## src/rtl/core/hcfd_pkg.sv

```systemverilog
// shared types and codes for the header-checked frame deframer
`timescale 1ns / 1ps

package hcfd_pkg;

	localparam int unsigned HDR_LEN   = 8;
	localparam int unsigned HDR_CNT_W = $clog2(HDR_LEN);
	localparam int unsigned CFG_IDX_W = 3;
	localparam int unsigned CFG_DATA_W = 16;

	// result kinds
	localparam logic [1:0] KIND_DATA  = 2'd0;
	localparam logic [1:0] KIND_EMPTY = 2'd1;
	localparam logic [1:0] KIND_ERROR = 2'd2;

	// header error codes
	localparam logic [2:0] ERR_OK      = 3'd0;
	localparam logic [2:0] ERR_MAGIC   = 3'd1;
	localparam logic [2:0] ERR_VERSION = 3'd2;
	localparam logic [2:0] ERR_TYPE    = 3'd3;
	localparam logic [2:0] ERR_LENGTH  = 3'd4;

	// input operations
	localparam logic OP_BYTE  = 1'b0;
	localparam logic OP_CLEAR = 1'b1;

	// register indexes
	localparam logic [CFG_IDX_W-1:0] REG_MAGIC_FIRST  = 3'd0;
	localparam logic [CFG_IDX_W-1:0] REG_MAGIC_SECOND = 3'd1;
	localparam logic [CFG_IDX_W-1:0] REG_VERSION      = 3'd2;
	localparam logic [CFG_IDX_W-1:0] REG_TYPE_LOWEST  = 3'd3;
	localparam logic [CFG_IDX_W-1:0] REG_TYPE_HIGHEST = 3'd4;
	localparam logic [CFG_IDX_W-1:0] REG_PAYLOAD_LIM  = 3'd5;

	typedef struct packed {
		logic [7:0]  magic_first;
		logic [7:0]  magic_second;
		logic [7:0]  protocol_version;
		logic [7:0]  type_lowest;
		logic [7:0]  type_highest;
		logic [15:0] payload_limit;
	} cfg_t;

	localparam cfg_t CFG_RESET = '{
		magic_first:      8'd0,
		magic_second:     8'd0,
		protocol_version: 8'd1,
		type_lowest:      8'd0,
		type_highest:     8'd255,
		payload_limit:    16'd512
	};

	typedef struct packed {
		logic       op;
		logic [7:0] stream_byte;
	} item_t;

endpackage

```

## src/rtl/core/hcfd_if.sv

```systemverilog
// stream channel interfaces for input bytes and results
`timescale 1ns / 1ps

interface hcfd_in_if;
	logic       valid;
	logic       ready;
	logic       op;
	logic [7:0] stream_byte;

	modport source (output valid, output op, output stream_byte, input ready);
	modport sink   (input valid, input op, input stream_byte, output ready);
endinterface

interface hcfd_out_if;
	logic        valid;
	logic        ready;
	logic [1:0]  kind;
	logic [7:0]  msg_type;
	logic [15:0] seq_number;
	logic [15:0] payload_length;
	logic [15:0] byte_index;
	logic [7:0]  payload_byte;
	logic        last;
	logic [2:0]  error_code;

	modport source (output valid, output kind, output msg_type, output seq_number,
		output payload_length, output byte_index, output payload_byte, output last,
		output error_code, input ready);
	modport sink   (input valid, input kind, input msg_type, input seq_number,
		input payload_length, input byte_index, input payload_byte, input last,
		input error_code, output ready);
endinterface

```

## src/rtl/core/hcfd_cfg_regs.sv

```systemverilog
// configuration register bank
`timescale 1ns / 1ps

module hcfd_cfg_regs (
	input  logic                           clk,
	input  logic                           arst_n,
	input  logic                           cfg_we,
	input  logic [hcfd_pkg::CFG_IDX_W-1:0]  cfg_index,
	input  logic [hcfd_pkg::CFG_DATA_W-1:0] cfg_data,
	output hcfd_pkg::cfg_t                 cfg
);
	import hcfd_pkg::*;

	cfg_t cfg_q;

	always_ff @(posedge clk or negedge arst_n) begin
		if (!arst_n) begin
			cfg_q <= CFG_RESET;
		end else if (cfg_we) begin
			case (cfg_index)
				REG_MAGIC_FIRST:  cfg_q.magic_first      <= cfg_data[7:0];
				REG_MAGIC_SECOND: cfg_q.magic_second     <= cfg_data[7:0];
				REG_VERSION:      cfg_q.protocol_version <= cfg_data[7:0];
				REG_TYPE_LOWEST:  cfg_q.type_lowest      <= cfg_data[7:0];
				REG_TYPE_HIGHEST: cfg_q.type_highest     <= cfg_data[7:0];
				REG_PAYLOAD_LIM:  cfg_q.payload_limit    <= cfg_data[15:0];
				default: ;
			endcase
		end
	end

	assign cfg = cfg_q;

endmodule

```

## src/rtl/core/hcfd_in_stage.sv

```systemverilog
// input register stage
`timescale 1ns / 1ps

module hcfd_in_stage (
	input  logic            clk,
	input  logic            arst_n,
	hcfd_in_if.sink         stream,
	output logic            valid_s1,
	output hcfd_pkg::item_t item_s1,
	input  logic            take
);
	import hcfd_pkg::*;

	logic valid_q;

	assign stream.ready = !valid_q || take;
	assign valid_s1 = valid_q;

	always_ff @(posedge clk or negedge arst_n) begin
		if (!arst_n) begin
			valid_q <= 1'b0;
		end else if (stream.ready) begin
			valid_q <= stream.valid;
		end
	end

	always_ff @(posedge clk) begin
		if (stream.ready && stream.valid) begin
			item_s1.op          <= stream.op;
			item_s1.stream_byte <= stream.stream_byte;
		end
	end

endmodule

```

## src/rtl/core/hcfd_parser.sv

```systemverilog
// header collection, header checks, payload tagging and result register
`timescale 1ns / 1ps

module hcfd_parser (
	input  logic            clk,
	input  logic            arst_n,
	input  hcfd_pkg::cfg_t  cfg,
	input  logic            valid_s1,
	input  hcfd_pkg::item_t item_s1,
	output logic            take,
	hcfd_out_if.source      result
);
	import hcfd_pkg::*;

	typedef enum logic [1:0] {
		PH_HEADER  = 2'd0,
		PH_PAYLOAD = 2'd1,
		PH_ERROR   = 2'd2
	} phase_t;

	phase_t               phase_q, phase_d;
	logic [7:0]           hdr_q [HDR_LEN];
	logic [HDR_CNT_W-1:0] hdr_cnt_q, hdr_cnt_d;
	logic [15:0]          pay_cnt_q, pay_cnt_d;
	logic [15:0]          frame_len_q, frame_len_d;
	logic                 hdr_wr;

	logic        res_valid_q;
	logic        res_fire;
	logic [1:0]  res_kind;
	logic [7:0]  res_type;
	logic [15:0] res_seq;
	logic [15:0] res_len;
	logic [15:0] res_idx;
	logic [7:0]  res_byte;
	logic        res_last;
	logic [2:0]  res_err;

	logic [15:0] hdr_len;
	logic [2:0]  hdr_err;
	logic        pay_last;

	// s1 moves on whenever the result register is free or being drained
	assign take = !res_valid_q || result.ready;

	// eighth byte is the live input, the rest come from the store
	assign hdr_len = {hdr_q[4], hdr_q[5]};
	assign pay_last = ({1'b0, pay_cnt_q} + 17'd1) >= {1'b0, frame_len_q};

	always_comb begin
		if (hdr_q[0] != cfg.magic_first || hdr_q[1] != cfg.magic_second) begin
			hdr_err = ERR_MAGIC;
		end else if (hdr_q[2] != cfg.protocol_version) begin
			hdr_err = ERR_VERSION;
		end else if (hdr_q[3] < cfg.type_lowest || hdr_q[3] > cfg.type_highest) begin
			hdr_err = ERR_TYPE;
		end else if (hdr_len > cfg.payload_limit) begin
			hdr_err = ERR_LENGTH;
		end else begin
			hdr_err = ERR_OK;
		end
	end

	always_comb begin
		phase_d     = phase_q;
		hdr_cnt_d   = hdr_cnt_q;
		pay_cnt_d   = pay_cnt_q;
		frame_len_d = frame_len_q;
		hdr_wr      = 1'b0;
		res_fire    = 1'b0;
		res_kind    = KIND_DATA;
		res_type    = 8'd0;
		res_seq     = 16'd0;
		res_len     = 16'd0;
		res_idx     = 16'd0;
		res_byte    = 8'd0;
		res_last    = 1'b0;
		res_err     = ERR_OK;
		if (item_s1.op == OP_CLEAR) begin
			phase_d   = PH_HEADER;
			hdr_cnt_d = '0;
			pay_cnt_d = 16'd0;
		end else begin
			case (phase_q)
				PH_HEADER: begin
					hdr_wr    = 1'b1;
					hdr_cnt_d = hdr_cnt_q + 1'b1;
					if (hdr_cnt_q == HDR_CNT_W'(HDR_LEN - 1)) begin
						if (hdr_err != ERR_OK) begin
							phase_d  = PH_ERROR;
							res_fire = 1'b1;
							res_kind = KIND_ERROR;
							res_err  = hdr_err;
						end else if (hdr_len == 16'd0) begin
							res_fire = 1'b1;
							res_kind = KIND_EMPTY;
							res_type = hdr_q[3];
							res_seq  = {hdr_q[6], item_s1.stream_byte};
							res_last = 1'b1;
						end else begin
							frame_len_d = hdr_len;
							pay_cnt_d   = 16'd0;
							phase_d     = PH_PAYLOAD;
						end
					end
				end
				PH_PAYLOAD: begin
					res_fire = 1'b1;
					res_kind = KIND_DATA;
					res_type = hdr_q[3];
					res_seq  = {hdr_q[6], hdr_q[7]};
					res_len  = frame_len_q;
					res_idx  = pay_cnt_q;
					res_byte = item_s1.stream_byte;
					res_last = pay_last;
					if (pay_last) begin
						phase_d   = PH_HEADER;
						hdr_cnt_d = '0;
						pay_cnt_d = 16'd0;
					end else begin
						pay_cnt_d = pay_cnt_q + 16'd1;
					end
				end
				default: ;
			endcase
		end
	end

	always_ff @(posedge clk or negedge arst_n) begin
		if (!arst_n) begin
			phase_q               <= PH_HEADER;
			hdr_cnt_q             <= '0;
			pay_cnt_q             <= 16'd0;
			frame_len_q           <= 16'd0;
			res_valid_q           <= 1'b0;
			result.kind           <= KIND_DATA;
			result.msg_type       <= 8'd0;
			result.seq_number     <= 16'd0;
			result.payload_length <= 16'd0;
			result.byte_index     <= 16'd0;
			result.payload_byte   <= 8'd0;
			result.last           <= 1'b0;
			result.error_code     <= ERR_OK;
		end else if (take) begin
			res_valid_q <= valid_s1 && res_fire;
			if (valid_s1) begin
				phase_q     <= phase_d;
				hdr_cnt_q   <= hdr_cnt_d;
				pay_cnt_q   <= pay_cnt_d;
				frame_len_q <= frame_len_d;
				if (res_fire) begin
					result.kind           <= res_kind;
					result.msg_type       <= res_type;
					result.seq_number     <= res_seq;
					result.payload_length <= res_len;
					result.byte_index     <= res_idx;
					result.payload_byte   <= res_byte;
					result.last           <= res_last;
					result.error_code     <= res_err;
				end
			end
		end
	end

	always_ff @(posedge clk) begin
		if (take && valid_s1 && hdr_wr) begin
			hdr_q[hdr_cnt_q] <= item_s1.stream_byte;
		end
	end

	assign result.valid = res_valid_q;

endmodule

```

## src/rtl/core/header_checked_frame_deframer.sv

```systemverilog
// top level of the header-checked frame deframer
//
//  channel   dir  handshake       payload
//  stream    in   valid / ready   op, stream_byte
//  result    out  valid / ready   kind, msg_type, seq_number, payload_length,
//                                 byte_index, payload_byte, last, error_code
//  cfg       in   cfg_we          cfg_index, cfg_data
//
// one transaction per cycle sustained while result.ready stays high; a result passes from
// its accepted byte through the input register, then the parser and result register
// the header check and payload tagging run in the single parser stage
// arst_n clears phase, counters, registers and valid flags; header store is not reset
// a stalled result holds both stages; stream.ready drops only when both are full
`timescale 1ns / 1ps

module header_checked_frame_deframer (
	input  logic                           clk,
	input  logic                           arst_n,
	hcfd_in_if.sink                        stream,
	hcfd_out_if.source                     result,
	input  logic                           cfg_we,
	input  logic [hcfd_pkg::CFG_IDX_W-1:0]  cfg_index,
	input  logic [hcfd_pkg::CFG_DATA_W-1:0] cfg_data
);
	import hcfd_pkg::*;

	cfg_t  cfg;
	logic  valid_s1;
	item_t item_s1;
	logic  take;

	hcfd_cfg_regs u_cfg (
		.clk       (clk),
		.arst_n    (arst_n),
		.cfg_we    (cfg_we),
		.cfg_index (cfg_index),
		.cfg_data  (cfg_data),
		.cfg       (cfg)
	);

	hcfd_in_stage u_in (
		.clk      (clk),
		.arst_n   (arst_n),
		.stream   (stream),
		.valid_s1 (valid_s1),
		.item_s1  (item_s1),
		.take     (take)
	);

	hcfd_parser u_parser (
		.clk      (clk),
		.arst_n   (arst_n),
		.cfg      (cfg),
		.valid_s1 (valid_s1),
		.item_s1  (item_s1),
		.take     (take),
		.result   (result)
	);

endmodule

```

## src/flat_wrapper.sv

```systemverilog
// flat-port wrapper written by rule: the top's interface ports become plain ports
module header_checked_frame_deframer_flat import hcfd_pkg::*;
  (clk, arst_n, cfg_we, cfg_index, cfg_data, stream_valid, stream_op, stream_stream_byte, stream_ready, result_valid, result_kind, result_msg_type, result_seq_number, result_payload_length, result_byte_index, result_payload_byte, result_last, result_error_code, result_ready);
  hcfd_in_if stream_i ();
  hcfd_out_if result_i ();
  input  logic clk;
  input  logic arst_n;
  input  logic cfg_we;
  input  logic [hcfd_pkg::CFG_IDX_W-1:0] cfg_index;
  input  logic [hcfd_pkg::CFG_DATA_W-1:0] cfg_data;
  input wire logic [$bits(stream_i.valid)-1:0] stream_valid;
  input wire logic [$bits(stream_i.op)-1:0] stream_op;
  input wire logic [$bits(stream_i.stream_byte)-1:0] stream_stream_byte;
  output wire logic [$bits(stream_i.ready)-1:0] stream_ready;
  output wire logic [$bits(result_i.valid)-1:0] result_valid;
  output wire logic [$bits(result_i.kind)-1:0] result_kind;
  output wire logic [$bits(result_i.msg_type)-1:0] result_msg_type;
  output wire logic [$bits(result_i.seq_number)-1:0] result_seq_number;
  output wire logic [$bits(result_i.payload_length)-1:0] result_payload_length;
  output wire logic [$bits(result_i.byte_index)-1:0] result_byte_index;
  output wire logic [$bits(result_i.payload_byte)-1:0] result_payload_byte;
  output wire logic [$bits(result_i.last)-1:0] result_last;
  output wire logic [$bits(result_i.error_code)-1:0] result_error_code;
  input wire logic [$bits(result_i.ready)-1:0] result_ready;
  assign stream_i.valid = stream_valid;
  assign stream_i.op = stream_op;
  assign stream_i.stream_byte = stream_stream_byte;
  assign stream_ready = stream_i.ready;
  assign result_valid = result_i.valid;
  assign result_kind = result_i.kind;
  assign result_msg_type = result_i.msg_type;
  assign result_seq_number = result_i.seq_number;
  assign result_payload_length = result_i.payload_length;
  assign result_byte_index = result_i.byte_index;
  assign result_payload_byte = result_i.payload_byte;
  assign result_last = result_i.last;
  assign result_error_code = result_i.error_code;
  assign result_i.ready = result_ready;
  header_checked_frame_deframer u_core (.clk(clk), .arst_n(arst_n), .stream(stream_i), .result(result_i), .cfg_we(cfg_we), .cfg_index(cfg_index), .cfg_data(cfg_data));
endmodule
```

## config.mk

```make
export PLATFORM = sky130hd
export DESIGN_NAME = header_checked_frame_deframer_flat
export DESIGN_NICKNAME = d
export VERILOG_FILES = /design/src/rtl/core/hcfd_pkg.sv /design/src/rtl/core/hcfd_if.sv /design/src/rtl/core/hcfd_cfg_regs.sv /design/src/rtl/core/hcfd_in_stage.sv /design/src/rtl/core/hcfd_parser.sv /design/src/rtl/core/header_checked_frame_deframer.sv /design/src/flat_wrapper.sv
export SDC_FILE = /design/constraint.sdc
export NUM_CORES = 1
export LEC_CHECK = 0
export ABC_AREA = 0
export BUFFER_PORTS_ARGS = -buffer_cell sky130_fd_sc_hd__buf_4
export CAP_MARGIN = 15
export CORE_ASPECT_RATIO = 0.75
export CORE_MARGIN = 4
export CORE_UTILIZATION = 59
export CTS_CLUSTER_DIAMETER = 50
export DETAILED_ROUTE_END_ITERATION = 10
export HOLD_SLACK_MARGIN = 0.15
export PLACE_DENSITY = 0.84
export SYNTH_ARGS = -nofsm -noshare
export SYNTH_HDL_FRONTEND = slang
export SYNTH_HIERARCHICAL = 1
export SYNTH_SLANG_ARGS = --single-unit
```

## constraint.sdc

```tcl
create_clock -name clk -period 4.2 [get_ports clk]
set_clock_uncertainty 0.05 [all_clocks]
set_input_delay 0.21 -clock clk [delete_from_list [all_inputs] [get_ports clk]]
set_output_delay 0.21 -clock clk [all_outputs]
set_load 0.02 [all_outputs]
```

==> results.md <==
Clocking:
- CTS built an H-tree with a depth of 1.
- Counting along the longest clock path gives a buffer depth of 3.
- TritonCTS built the clock tree.
- At the later pin of the worst-skew pair, clock insertion delay measures 0.51 ns.
- In this run, post-CTS hold repair placed 32 buffers.
- Clock tree synthesis found a total of 238 sinks.
- The clock-pin slew on the worst setup and hold paths is 0.06 ns.
- The CTS root buffer is clkbuf_16.
- In this run, post-CTS repair resized a total of 0 instances.
- The number of clock buffers added by TritonCTS is 23.
- The setup fix buffers added after clock tree synthesis is 0.

Die:
- During I/O placement, the number of pins put on the boundary was 105.
- After floorplanning, the core was divided into 43 placement rows.
- The area enclosed by the die boundary is 21000 um^2.
- The effective utilization at floorplan is 60.0%.
- After floorplanning, the core was sized to cover 18500 um^2.
- The floorplan step set the die height to 127 um.
- In this run the horizontal extent of the chip is 166 um.

Synth:
- The fraction of registers with async set or reset after synthesis is 69.3%.
- The cell type with the highest aggregate area in the netlist is dfrtp_1.
- The mapped netlist covers 11100 um^2.
- Ranked by instance count, the synthesized netlist is headed by dfrtp_1, inv_1, edfxtp_1.
- The number of distinct library cells after synthesis is 71.
- The synthesized area per cell is 12.4 um^2.
- Counting flops and latches in the post-synthesis netlist gives 238.
- The synthesized net count is 977.
- The number of enable-type register cells in the synthesized netlist is 73.
- The number of warning messages in the yosys log is 6.
- The instance count of the mapped netlist is 894.
- The sequential cell area fraction in the yosys report is 57.2%.
- The primary flip-flop cell chosen by synthesis mapping is dfrtp_1.
- In the post-synthesis netlist, the biggest area contributors are dfrtp_1, edfxtp_1, mux2_2.
- In this run the biggest area consumer among cell types represents 35.0% of the synthesized area.
- By instance count, the leading cell after synthesis is dfrtp_1.

Power:
- The power per standard cell area is 460 nW/um^2.
- Net switching is 27.2% of the power.
- Combinational logic is responsible for 17.9% of the overall power.
- The switching power total is 0.00165 W.
- The final total power is 0.00606 W.
- Cell internal power was estimated by the tool at 0.00441 W.
- The sequential group share of total power is 47.8%.
- The worst-case IR drop observed on VDD is 0.000337 V.
- Summed over all cells, the static leakage comes to 5.83 nW.
- The share of total power in the clock network is 34.3%.

Detailed routing:
- After detailed routing, the number of remaining DRC violations is 0.
- The detailed-routing iteration count for the pre-antenna-repair pass is 5.
- Dividing the detail-routed wire length by the instance count gives 20.9 um.
- The vias after detailed routing is 7688.
- The iteration-0 DRC count of the detailed router is 756.
- After detailed routing, the total wire length is 27200 um.
- The remaining number of nets flagged by the antenna check after routing is 0.
- In the routed layout, each cell is associated on average with a via count of 5.92.

Cells and area:
- The number of inserted filler cells in the final layout is 1233.
- The net count reported at finish is 1114.
- The total area of multi-input combinational cells is 4140 um^2.
- From synthesis to final layout, the design area changed by 19.0%.
- The core occupancy in the finished layout is 71.4%.
- The share of layout cells above drive strength 1 is 26.0%.
- Registers take 6330 um^2.

STA:
- The headroom to the max-slew limit is 32.7%.
- The total negative slack is 0 ns.
- The time the final worst path needs with I/O delays and setup is 3.81 ns.
- The share of the clock period used by the worst path is 90.8%.
- The fmax is 262 MHz.
- The total count of max-transition violations in the final report came to 0.
- The final number of hold-violating endpoints is 0.
- Setup repair after global routing left no endpoint under its margin.
- Setup violations remaining at the end of the flow were counted as 0.
- At the pin with the least slew margin, the transition time is 1.01 ns.

Global routing:
- The total routing usage reported by global routing is 25.7%.
- The number of antenna violations at the first check in global routing is 0.
- Summed over all layers, the global routing overflow is 0.
- The via count of the first global-routing pass came to 7794.
- The pin count of the biggest net entering global routing is 108.
- The first global-routing pass estimated 43200 um of wire.

Place:
- The routability-driven placement congestion ratio is 0.914.
- The count of buffers from port buffering is 104.
- The estimated wirelength of the detail-placed design is 18100 um.

Worst hold path:
- In this run the most critical hold path is launched from cfg_we.
- The path class of the tightest hold or removal check is input pin to register.

Flow run:
- The tool flagged a number of max-cap violations equal to 0.

Status:
- The flow ran to the end, and the final reports show no timing, DRC or antenna violations.

Critical path:
- The arrival time at the worst endpoint is 4.14 ns.
- The maximum fanout along the worst path is 30.
- The startpoint kind of the worst setup timing path is a register.
- The worst path required time is 4.52 ns.
- In this run the worst setup path begins at u_core/u_cfg/cfg[9]$_DFFE_PN1P_.
- By startpoint and endpoint, the worst setup path is classified as register to register.
- The worst setup path is captured at a register.
- The worst register-to-register path begins at u_core/u_cfg/cfg[9]$_DFFE_PN1P_.
## per-stage QoR
stage	instances	hold slack, ns	worst slack (ns)	area, um^2
after floorplan	894	-0.136	1.01	11100
after global placement	1221	0.339	0.742	12100
after detailed placement	1221	0.339	0.527	12100
after CTS	1295	0.211	0.498	13200
after global routing	1295	0.218	0.0666	13200
final	1298	0.220	0.387	13200
## cell type report
class	count	share of cell area (%)
Antenna cell	3	0.0570
Clock inverter	12	0.912
Clock buffer	30	4.87
Inverter	104	2.96
Sequential cell	238	48.1
Tap cell	247	2.35
Multi-Input combinational cell	512	31.4
Timing Repair Buffer	152	9.39
## final timing paths
path	to	slack [ns]	cells past startpoint
max	u_core/u_parser/result.payload_byte[0]$_DFFE_PN0P_	0.39	10
min in group asynchronous	u_core/u_cfg/cfg[29]$_DFFE_PN0P_	0.35	2
max reg2reg	u_core/u_parser/result.payload_byte[0]$_DFFE_PN0P_	0.39	10
max in group asynchronous	u_core/u_cfg/cfg[9]$_DFFE_PN1P_	2.89	3
min	u_core/u_cfg/cfg[48]$_DFFE_PN0P_	0.22	3
min reg2reg	u_core/u_parser/result.seq_number[15]$_DFFE_PN0P_	0.41	1
## cells by family after synthesis
| family | after synthesis | share of synthesized area [%] |
|---|---|---|
| AO/OA/AOI/OAI | 142 | 8.47 |
| XOR/XNOR | 38 | 3.01 |
| adder cells (fa/ha/maj) | 50 | 5.65 |
| buffers and inverters | 144 | 5.48 |
| flip-flops | 238 | 57.2 |
| multiplexers | 94 | 10.2 |
| AND/OR/NAND/NOR | 188 | 10.0 |
## layer usage
metal,share of wire [%],routed length [um],GRT usage [%]
met5,0,0,0
met4,1.8,495,5.29
met3,10,2700,6.17
met2,43,11800,38.2
met1,45,12200,39.0
## cells in the final DEF, fill, tap and decap left out, types with 3 or more instances in the layout
master	Yosys	routed
mux2i_1	4	4
clkbuf_16	0	23
nor4bb_1	3	3
and4_1	4	4
nor4_1	6	6
nor3_1	9	9
mux2_1	3	3
nand3_1	16	16
dfstp_2	10	10
nor2b_1	7	7
nand2b_1	7	7
xnor2_1	35	35
clkinvlp_4	0	3
clkbuf_1	20	3
o21ai_0	49	49
edfxtp_1	73	73
ha_1	50	50
a21oi_1	22	22
mux2_4	19	19
buf_4	2	118
mux2_2	68	68
o21ai_1	9	9
xor2_1	3	3
diode_2	0	3
clkbuf_8	0	4
and2_1	3	3
inv_1	104	104
nor2_1	23	22
nand2_1	32	32
or3_1	4	4
dlygate4sd3_1	0	32
clkinv_2	0	5
nand4_1	60	60
dfrtp_1	155	155
nand3b_1	3	3
a22o_1	16	16
a21o_1	17	17
## sequential cells by signal, summed over array words and instances (netlist names)
signal / flops
u_core/u_parser/frame_len_q: 16
u_core/u_parser/result.seq_number: 16
u_core/u_parser/result.kind: 2
u_core/u_parser/result.payload_length: 16
u_core/u_in/valid_s1: 1
u_core/u_parser/result.last: 1
u_core/u_parser/phase_q: 2
u_core/u_parser/result.payload_byte: 8
u_core/u_parser/result.msg_type: 8
u_core/u_in/item_s1: 9
u_core/u_parser/hdr_q: 64
u_core/u_parser/hdr_cnt_q: 3
u_core/u_parser/result.valid: 1
u_core/u_parser/result.byte_index: 16
u_core/u_parser/pay_cnt_q: 16
u_core/u_cfg/cfg: 56
u_core/u_parser/result.error_code: 3
## power by group through the flow
stage               Combinational (W)  Sequential (W)  Clock, W
CTS                           0.00108         0.00289   0.00210
detailed placement            0.00105         0.00292         0
floorplan                    0.000458         0.00305         0
finish                        0.00108         0.00289   0.00208
global route                  0.00118         0.00293   0.00220
global placement              0.00101         0.00292         0
## worst max-delay path, stage by stage, from the launching register on
cell and delay (ns):
dfstp_2 0.53, inv_1 0.04, ha_1 0.29, nand4_1 0.14, nor4_1 0.55, a21boi_0 0.39
o31ai_2 0.17, a41oi_2 0.24, o21ba_2 0.69, buf_4 0.41, o21ai_0 0.16
(Power assumes the default switching activity.)
